--- config.mk ---
export PLATFORM = sky130hd
export DESIGN_NAME = sst_engine
export DESIGN_NICKNAME = d
export VERILOG_FILES = /design/src/rtl/sst_pkg.sv /design/src/rtl/sst_store.sv /design/src/rtl/sst_engine.sv
export SDC_FILE = /design/constraint.sdc
export NUM_CORES = 2
export LEC_CHECK = 0
export BUFFER_PORTS_ARGS = -buffer_cell sky130_fd_sc_hd__buf_2
export CAP_MARGIN = 15
export CORE_MARGIN = 4
export CORE_UTILIZATION = 55
export CTS_BUF_LIST = sky130_fd_sc_hd__clkbuf_8
export DETAILED_ROUTE_END_ITERATION = 8
export PLACE_DENSITY = 0.71
export SYNTH_ARGS = -nofsm -noshare
export SYNTH_HDL_FRONTEND = slang
export SYNTH_HIERARCHICAL = 1
export SYNTH_SLANG_ARGS = --single-unit
--- constraint.sdc ---
create_clock -name clk -period 18.74 [get_ports clk]
set_input_delay 0.937 -clock clk [delete_from_list [all_inputs] [get_ports clk]]
set_output_delay 0.937 -clock clk [all_outputs]
set_load 0.01 [all_outputs]
--- src/rtl/sst_pkg.sv ---
// shared types and codes for the sorted set search and insert block
`default_nettype none

package sst_pkg;

	// fixed widths of the result fields and of the key and value ports
	localparam int POS_W   = 7;
	localparam int CNT_W   = 7;
	localparam int RVAL_W  = 32;
	localparam int PORT_W  = 32;

	// request kinds
	localparam logic KIND_LOOKUP = 1'b0;
	localparam logic KIND_INSERT = 1'b1;

	// register index of the compare mode register
	localparam logic REG_SIGNED_CMP = 1'b0;

	typedef enum logic [1:0] {
		STAT_OK   = 2'd0,
		STAT_DUP  = 2'd1,
		STAT_FULL = 2'd2
	} status_t;

	typedef enum logic [2:0] {
		ST_IDLE,
		ST_PROBE,
		ST_CMP,
		ST_SHIFT,
		ST_PUT,
		ST_DONE
	} state_t;

	typedef struct packed {
		logic                found;
		logic [POS_W-1:0]    position;
		logic [RVAL_W-1:0]   stored_value;
		status_t             status;
		logic [CNT_W-1:0]    entry_count;
	} rsp_t;

endpackage

`default_nettype wire

--- src/rtl/sst_store.sv ---
// entry memory: one write port, one registered read port
`default_nettype none

module sst_store #(
	parameter int DEPTH = 64,
	parameter int DW    = 64
) (
	input  wire logic                     clk,
	input  wire logic                     we,
	input  wire logic [$clog2(DEPTH)-1:0] waddr,
	input  wire logic [DW-1:0]            wdata,
	input  wire logic [$clog2(DEPTH)-1:0] raddr,
	output      logic [DW-1:0]            rdata
);

	logic [DW-1:0] mem [DEPTH];

	// write port
	always_ff @(posedge clk) begin
		if (we) begin
			mem[waddr] <= wdata;
		end
	end

	// registered read port
	always_ff @(posedge clk) begin
		rdata <= mem[raddr];
	end

endmodule

`default_nettype wire

--- src/rtl/sst_engine.sv ---
// search and insert sequencer with the shared key comparator
`default_nettype none

module sst_engine import sst_pkg::*; #(
	parameter int DEPTH       = 64,
	parameter int KEY_WIDTH   = 32,
	parameter int VALUE_WIDTH = 32
) (
	input  wire logic                   clk,
	input  wire logic                   arst_n,
	input  wire logic                   start,
	input  wire logic                   kind,
	input  wire logic [KEY_WIDTH-1:0]   key,
	input  wire logic [VALUE_WIDTH-1:0] value,
	input  wire logic                   signed_compare,
	input  wire logic                   ack,
	output      logic                   idle,
	output      logic                   done,
	output      rsp_t                   res
);

	localparam int AW  = $clog2(DEPTH);
	localparam int CW  = $clog2(DEPTH + 1);
	localparam int DW  = KEY_WIDTH + VALUE_WIDTH;
	localparam int PW  = (CW > POS_W) ? CW : POS_W;
	localparam int VXW = (VALUE_WIDTH > RVAL_W) ? VALUE_WIDTH : RVAL_W;
	localparam logic [KEY_WIDTH-1:0] KEY_MSB = ~({KEY_WIDTH{1'b1}} >> 1);

	state_t               state_q, state_d;
	logic                 kind_q;
	logic [KEY_WIDTH-1:0] key_q;
	logic [VALUE_WIDTH-1:0] val_q;
	logic [CW-1:0]        lo_q, hi_q, count_q, pos_q, ptr_q;
	logic                 hit_q;
	logic [VALUE_WIDTH-1:0] hval_q;
	status_t              status_q;
	logic                 wpend_q;
	logic [AW-1:0]        waddr_q;

	logic [CW:0]          sum;
	logic [CW-1:0]        mid;
	logic [CW-1:0]        ptr_m1;
	logic                 range_open;
	logic                 full;
	logic [DW-1:0]        rdata;
	logic [KEY_WIDTH-1:0] rkey, tgt_ord, prb_ord;
	logic                 lt, gt;
	logic                 we;
	logic [AW-1:0]        waddr, raddr;
	logic [DW-1:0]        wdata;
	logic [PW-1:0]        pos_ext, cnt_ext;
	logic [VXW-1:0]       hval_ext;

	// probe index and bounds
	assign sum        = {1'b0, lo_q} + {1'b0, hi_q};
	assign mid        = sum[CW:1];
	assign ptr_m1     = ptr_q - CW'(1);
	assign range_open = lo_q < hi_q;
	assign full       = count_q == CW'(DEPTH);

	// shared comparator in the selected key order
	assign rkey    = rdata[DW-1 -: KEY_WIDTH];
	assign tgt_ord = key_q ^ ({KEY_WIDTH{signed_compare}} & KEY_MSB);
	assign prb_ord = rkey ^ ({KEY_WIDTH{signed_compare}} & KEY_MSB);
	assign lt      = tgt_ord < prb_ord;
	assign gt      = tgt_ord > prb_ord;

	// next state
	always_comb begin
		state_d = state_q;
		unique case (state_q)
			ST_IDLE:  if (start) state_d = ST_PROBE;
			ST_PROBE: begin
				if (range_open) begin
					state_d = ST_CMP;
				end else if (kind_q == KIND_INSERT && !full) begin
					state_d = ST_SHIFT;
				end else begin
					state_d = ST_DONE;
				end
			end
			ST_CMP:   state_d = (!lt && !gt) ? ST_DONE : ST_PROBE;
			ST_SHIFT: if (ptr_q == pos_q && !wpend_q) state_d = ST_PUT;
			ST_PUT:   state_d = ST_DONE;
			ST_DONE:  if (ack) state_d = ST_IDLE;
			default:  state_d = ST_IDLE;
		endcase
	end

	// memory port and handshake outputs
	always_comb begin
		idle  = 1'b0;
		done  = 1'b0;
		we    = 1'b0;
		waddr = waddr_q;
		wdata = rdata;
		raddr = mid[AW-1:0];
		unique case (state_q)
			ST_IDLE:  idle = 1'b1;
			ST_PROBE: raddr = mid[AW-1:0];
			ST_CMP:   raddr = mid[AW-1:0];
			ST_SHIFT: begin
				raddr = ptr_m1[AW-1:0];
				we    = wpend_q;
			end
			ST_PUT: begin
				we    = 1'b1;
				waddr = pos_q[AW-1:0];
				wdata = {key_q, val_q};
			end
			ST_DONE:  done = 1'b1;
			default:  idle = 1'b0;
		endcase
	end

	// control registers
	always_ff @(posedge clk or negedge arst_n) begin
		if (!arst_n) begin
			state_q <= ST_IDLE;
			count_q <= '0;
			wpend_q <= 1'b0;
		end else begin
			state_q <= state_d;
			if (state_q == ST_PUT) begin
				count_q <= count_q + CW'(1);
			end
			if (state_q == ST_SHIFT) begin
				wpend_q <= ptr_q != pos_q;
			end
		end
	end

	// search and shift datapath
	always_ff @(posedge clk) begin
		unique case (state_q)
			ST_IDLE: begin
				if (start) begin
					kind_q <= kind;
					key_q  <= key;
					val_q  <= value;
					lo_q   <= '0;
					hi_q   <= count_q;
					hit_q  <= 1'b0;
				end
			end
			ST_PROBE: begin
				if (!range_open) begin
					pos_q <= lo_q;
					ptr_q <= count_q;
					if (kind_q == KIND_INSERT && full) begin
						status_q <= STAT_FULL;
					end else begin
						status_q <= STAT_OK;
					end
				end
			end
			ST_CMP: begin
				if (lt) begin
					hi_q <= mid;
				end else if (gt) begin
					lo_q <= mid + CW'(1);
				end else begin
					hit_q    <= 1'b1;
					pos_q    <= mid;
					hval_q   <= rdata[VALUE_WIDTH-1:0];
					status_q <= (kind_q == KIND_INSERT) ? STAT_DUP : STAT_OK;
				end
			end
			ST_SHIFT: begin
				if (ptr_q != pos_q) begin
					waddr_q <= ptr_q[AW-1:0];
					ptr_q   <= ptr_m1;
				end
			end
			default: ;
		endcase
	end

	sst_store #(
		.DEPTH (DEPTH),
		.DW    (DW)
	) u_store (
		.clk   (clk),
		.we    (we),
		.waddr (waddr),
		.wdata (wdata),
		.raddr (raddr),
		.rdata (rdata)
	);

	// result word
	assign pos_ext  = PW'(pos_q);
	assign cnt_ext  = PW'(count_q);
	assign hval_ext = VXW'(hval_q);

	always_comb begin
		res.found        = hit_q;
		res.position     = pos_ext[POS_W-1:0];
		res.stored_value = hit_q ? hval_ext[RVAL_W-1:0] : '0;
		res.status       = status_q;
		res.entry_count  = cnt_ext[CNT_W-1:0];
	end

endmodule

`default_nettype wire

### Yosys cells after proc, flatten, opt, wreduce, memory -nomap -nowiden

Memories as Yosys holds them, arrays and structs flattened. A register that Yosys moved wholly into a read port is not among the register bits.
Cells that the tools add are included.

* reductions and logical operators: 21
* mux-type cells: 40
* $mul: 0
* bitwise operators: 4
* magnitude comparators: 3
* equal/unequal tests: 17
* shifts and indexed selects: 0
* add/subtract/negate cells: 4
* div/mod/pow operators: 0

Operator list (count)
* 7-bit 2-to-1 mux: 10
* 64-bit 2-to-1 mux: 1
* 32-bit bitwise XOR: 2
* 7-bit case mux with 2 select lines: 4
* 32-bit > comparator: 1
* 32-bit < comparator: 1
* 32-bit 2-to-1 mux: 1
* 3-bit 2-to-1 mux: 6
* 3-bit case mux with 6 select lines: 1
* 2-bit inequality test, second input constant: 8
* 7-bit by 1-bit adder with 7-bit output, second input constant: 2
* 6-bit 2-to-1 mux: 2
* 3-bit AND reduction: 4
* 4-bit AND reduction: 3
* 7-bit by 7-bit adder with 8-bit output: 1
* 1-bit 2-to-1 mux: 8
* 2-bit 2-to-1 mux: 4
* 7-bit equality test: 1
* 7-bit equality test, second input constant: 1
* 7-bit < comparator: 1
* 7-bit inequality test: 1
* 7-bit by 1-bit subtractor with 7-bit output, second input constant: 1
* 3-bit by 2-bit equality test with 1-bit output, second input constant: 2
* 3-bit equality test, second input constant: 2
* other kinds (10): 21

* output and inout bits: 51
* memories kept: 1
* register bits: 145
* memory bits (read-only): 0
* bits in latches: 0
* memory bits (writable): 4096

Memory list
* u_store.mem: depth 64, bits a word 64, read ports 1, clocked after memory_dff 1, write ports 1, RTL line sst_store.sv:16 `logic [DW-1:0] mem [DEPTH];`

### Logic depth before layout (Yosys ltp)

* depth in word-level cells: 6
* depth in mapped cells: 15
* depth with buffers taken out: 12

### Cells and area by module

The synthesis kept the hierarchy.

Modules (own cells, without submodules)
* sst_store: times used 1, cells each 6598, sequential area each 124279.2 um2, area each 156348.7 um2
* sst_engine: times used 1, cells each 646, sequential area each 4299.1 um2, area each 7588.5 um2

### Least setup slack after synthesis

OpenSTA, ideal clock, no wires.

* kind: register to register
* start: reg state_q[1]
* end: mem u_store.mem[48][0], enable pin
* stages on the path, launching flop included: 9
* library setup time: 0.564 ns
* data arrival time: 6.283 ns
* path slack: 11.893 ns
* buffers on the path: 3
* cell sequence: dfrtp_1 > buf_4 > nor3_2 > buf_2 > mux2_2 > clkbuf_1 > nor2b_1 > nand4b_1 > nor3_1

RTL lines
* start: declaration: RTL line sst_engine.sv:29 `state_t state_q, state_d;`
* start signal: assignment: RTL line sst_engine.sv:123 `state_q <= state_d;`
* 3-bit equality test: RTL line sst_engine.sv:98 `unique case (state_q)`
* 6-bit 2-to-1 mux: RTL line sst_engine.sv:98
* via waddr[3]: RTL line sst_engine.sv:49 `logic [AW-1:0] waddr, raddr;`
* end: declaration: RTL line sst_store.sv:16

The timed path passes the listed nets, and every way through them passes these cells.

### Final worst setup path

* start: reg state_q[1]
* end: reg u_store.rdata[13] (read register of u_store.mem)

* cells in the longest elaborated chain, start to end: 2

Ends and longest elaborated chain
* 3-bit by 2-bit equality test with 1-bit output: RTL line sst_engine.sv:98
* 6-bit 2-to-1 mux: RTL line sst_engine.sv:98
* via raddr[1]: RTL line sst_engine.sv:49
* end: declaration: RTL line sst_store.sv:13 `output logic [DW-1:0] rdata`

The timed path passes the listed nets, and every way through them passes these cells.
A chain may end at the register's enable or synchronous reset.

==> metrics.cfg <==
[run_status]
status = finished, final reports clean

[finish]
filler_cell_count = 19800
register_area_um2 = 129000
area.growth.synth_to_final_pct = 12.1
drive_gt1_frac = 0.285
multi_input_area_um2 = 34200
nets = 8054
utilization = 0.619
most-common-layout-cells = edfxtp_1 (4230), mux4_2 (1024), clkbuf_8 (682)
fin_area_um2 = 184000
fin_cells = 12400
final_common_cell = edfxtp_1

[drt]
drtIter0Drc = 14200
ant_nets = 0
route.detailed.wl_per_inst_um = 36.4
vias = 83800
drc = 0
wl_um = 451000
firstDrtPassIters = 5
vias_per_cell = 6.76

[worst_setup_path]
cp.arrival_ns = 7.81
path_cells = nand3_1 -> o21ai_4 -> buf_4 -> buf_4 -> buf_4 -> buf_4 -> buf_4 -> mux4_2 -> or3_1 -> a41oi_1 -> a211oi_1
worstSetupStartpointType = flop
crit_path_frequent_cell = buf_4
crit_required_ns = 19.63
r2r_slack_ns = 11.82
worst_path_max_delay_cell = buf_4
reg2reg_to = u_store/rdata[13]
critPathMaxFanout = 50
timing.rr.start = state_q[1]
r2r_cells = 11
end_kind = flop
critical_path_class = flop to flop
max_stage_delay_ns = 0.79

[clock_tree]
cts_max_level = 6
cts_sinks = 4305
clk_latency_ns = 1.12
clk_path_buf_depth = 4
clk_pin_slew_worst_paths_ns = 0.06
root_buffer = clkbuf_8
cts_buffers = 649
cts_tree = built
post-cts-setup-buffer-count = 0

[place]
dp_cells = 11100
dp_hpwl_um = 238000
gp_congestion = 0.841
placed_area_um2 = 171000
port_buffers = 120

[sta]
fin_tns_setup_ns = 0
min_period_ns = 6.92
rsz0062_at_grt = false
finClkSkew_ns = 0.105
final.period_utilization = 0.369
worst_pin_slew_ns = 1.34
hold_violations = 0
clock.fmax_mhz = 145
slew_violations = 0
setup_viol = 0
relSlewSlack = 0.109

[synth]
synth_area_per_cell_um2 = 22.6
syn-num-nets = 7363
synth_ff_type = edfxtp_1
ys_seq_area_frac = 0.784
synth-compound-area-share = 0.0272
synth-edff-count = 4230
synth_top_family_by_area = multiplexers
synthAdderAreaFrac = 0.00379
synthXorXnorAreaFrac = 0.00149
synth.distinct_cells = 65
synth-seq-cells = 4305
synth-simple-area-share = 0.0182
syn_inst = 7244
synthArstFlopShare = 0.00256
yosys-mux-area-fraction = 0.152
syn-cell-area_um2 = 164000
yosysWarnings = 6

[floorplanning]
core_um2 = 297000
die_h_um = 554
num_rows = 200
floorplan.io_pins = 121
start_util = 0.552
die_x_um = 554
die_area_um2 = 307000

[grt]
grt_pass1_vias = 84000
grt_pass1_wl_um = 635000
overflow = 0
grt.total_usage = 0.293
antenna_found_initial = 18
grt_max_degree = 118

[min_path]
worstHoldPathCells = 1
min_to = val_q[12]
min_from = value[12]
hp-class = primary input to flop

[job]
max_cap_viol_count = 0

==> registers in the layout (all words and copies together) (netlist names), 2 cells and up <==
register / flops
cnt_ext: 7
hi_q: 7
hval_ext: 32
key_q: 32
lo_q: 7
pos_ext: 7
ptr_q: 7
state_q: 3
status_q: 2
u_store/mem: 4096
u_store/rdata: 64
val_q: 32
waddr_q: 6
==> kinds of logic (layout without fill, tap and decap cells) <==
family / count (synthesis) / count (layout)
DFF: 4305 / 4305
buffers and inverters: 464 / 1671
other: 0 / 7
and+or+nand+nor: 590 / 590
muxes: 1202 / 1202
xor gates and xnor gates: 27 / 27
adders and majority gates: 49 / 49
AOI/OAI and AO/OA: 607 / 607
==> stage by stage <==
step	worst slack, ns	hold slack (ns)
after floorplan	11.89	0.404
after global placement	11.99	0.421
after detailed placement	11.94	0.425
after CTS	11.97	0.00253
after global routing	11.65	0.0493
final	11.82	0.0823
==> cell type report <==
| cell class | count | area share |
|---|---|---|
| Antenna cell | 7 | 0.0000953 |
| Clock buffer | 682 | 0.0511 |
| Clock inverter | 485 | 0.0154 |
| Inverter | 71 | 0.00146 |
| Multi-Input combinational cell | 2475 | 0.186 |
| Sequential cell | 4305 | 0.700 |
| Tap cell | 3939 | 0.0268 |
| Timing Repair Buffer | 433 | 0.0194 |
==> cells in the mapped netlist (40+ instances only) <==
library cell,count,area share
nand3_1,53,0.0016
edfxtp_1,4230,0.77
o22ai_1,83,0.0032
a22oi_1,169,0.0077
and3_1,67,0.0026
mux4_2,1024,0.14
ha_1,48,0.0037
a211oi_1,64,0.0029
o21ai_0,46,0.0014
a22o_1,88,0.0047
dfxtp_1,64,0.0078
mux2i_1,138,0.0084
clkbuf_1,151,0.0035
nand2_1,136,0.0031
nor2_1,147,0.0034
buf_2,178,0.0054
mux2_2,40,0.0027
inv_1,71,0.0016
==> per-layer routing <==
layer  GRT usage  wire length (um)  vias to the layer above
li1            -                 -                    32300
met1       0.403            158000                    44100
met2       0.462            217000                     6364
met3      0.0648             55800                     1053
met4       0.119             20300                       10
met5           0                67                        -
==> how the worst max path moves through the flow <==
stage                     startpoint  cells past startpoint            endpoint
after global routing      state_q[1]                     11   u_store/rdata[13]
after floorplan           state_q[1]                      8  u_store/mem[48][0]
after detailed placement     lo_q[0]                     14   u_store/rdata[13]
final                     state_q[1]                     11   u_store/rdata[13]
after CTS                    lo_q[0]                     14   u_store/rdata[13]
after global placement       lo_q[0]                     14   u_store/rdata[13]
==> what timing repair did <==
action                                 in CTS  in global routing
resized for setup                           0                  0
hold buffers                               59                  0
endpoints found under the hold margin      69                  0
==> critical path, delay by kind of cell, from the launching register on <==
family / cells / cell delay [ns]
AOI/OAI and AO/OA: 3 / 0.74
buffers and inverters: 5 / 3.57
DFF: 1 / 0.65
muxes: 1 / 0.59
and+or+nand+nor: 2 / 0.99
Power is not shown: default switching activity piles up to over one toggle a cycle in this logic, so the estimate is an artifact.
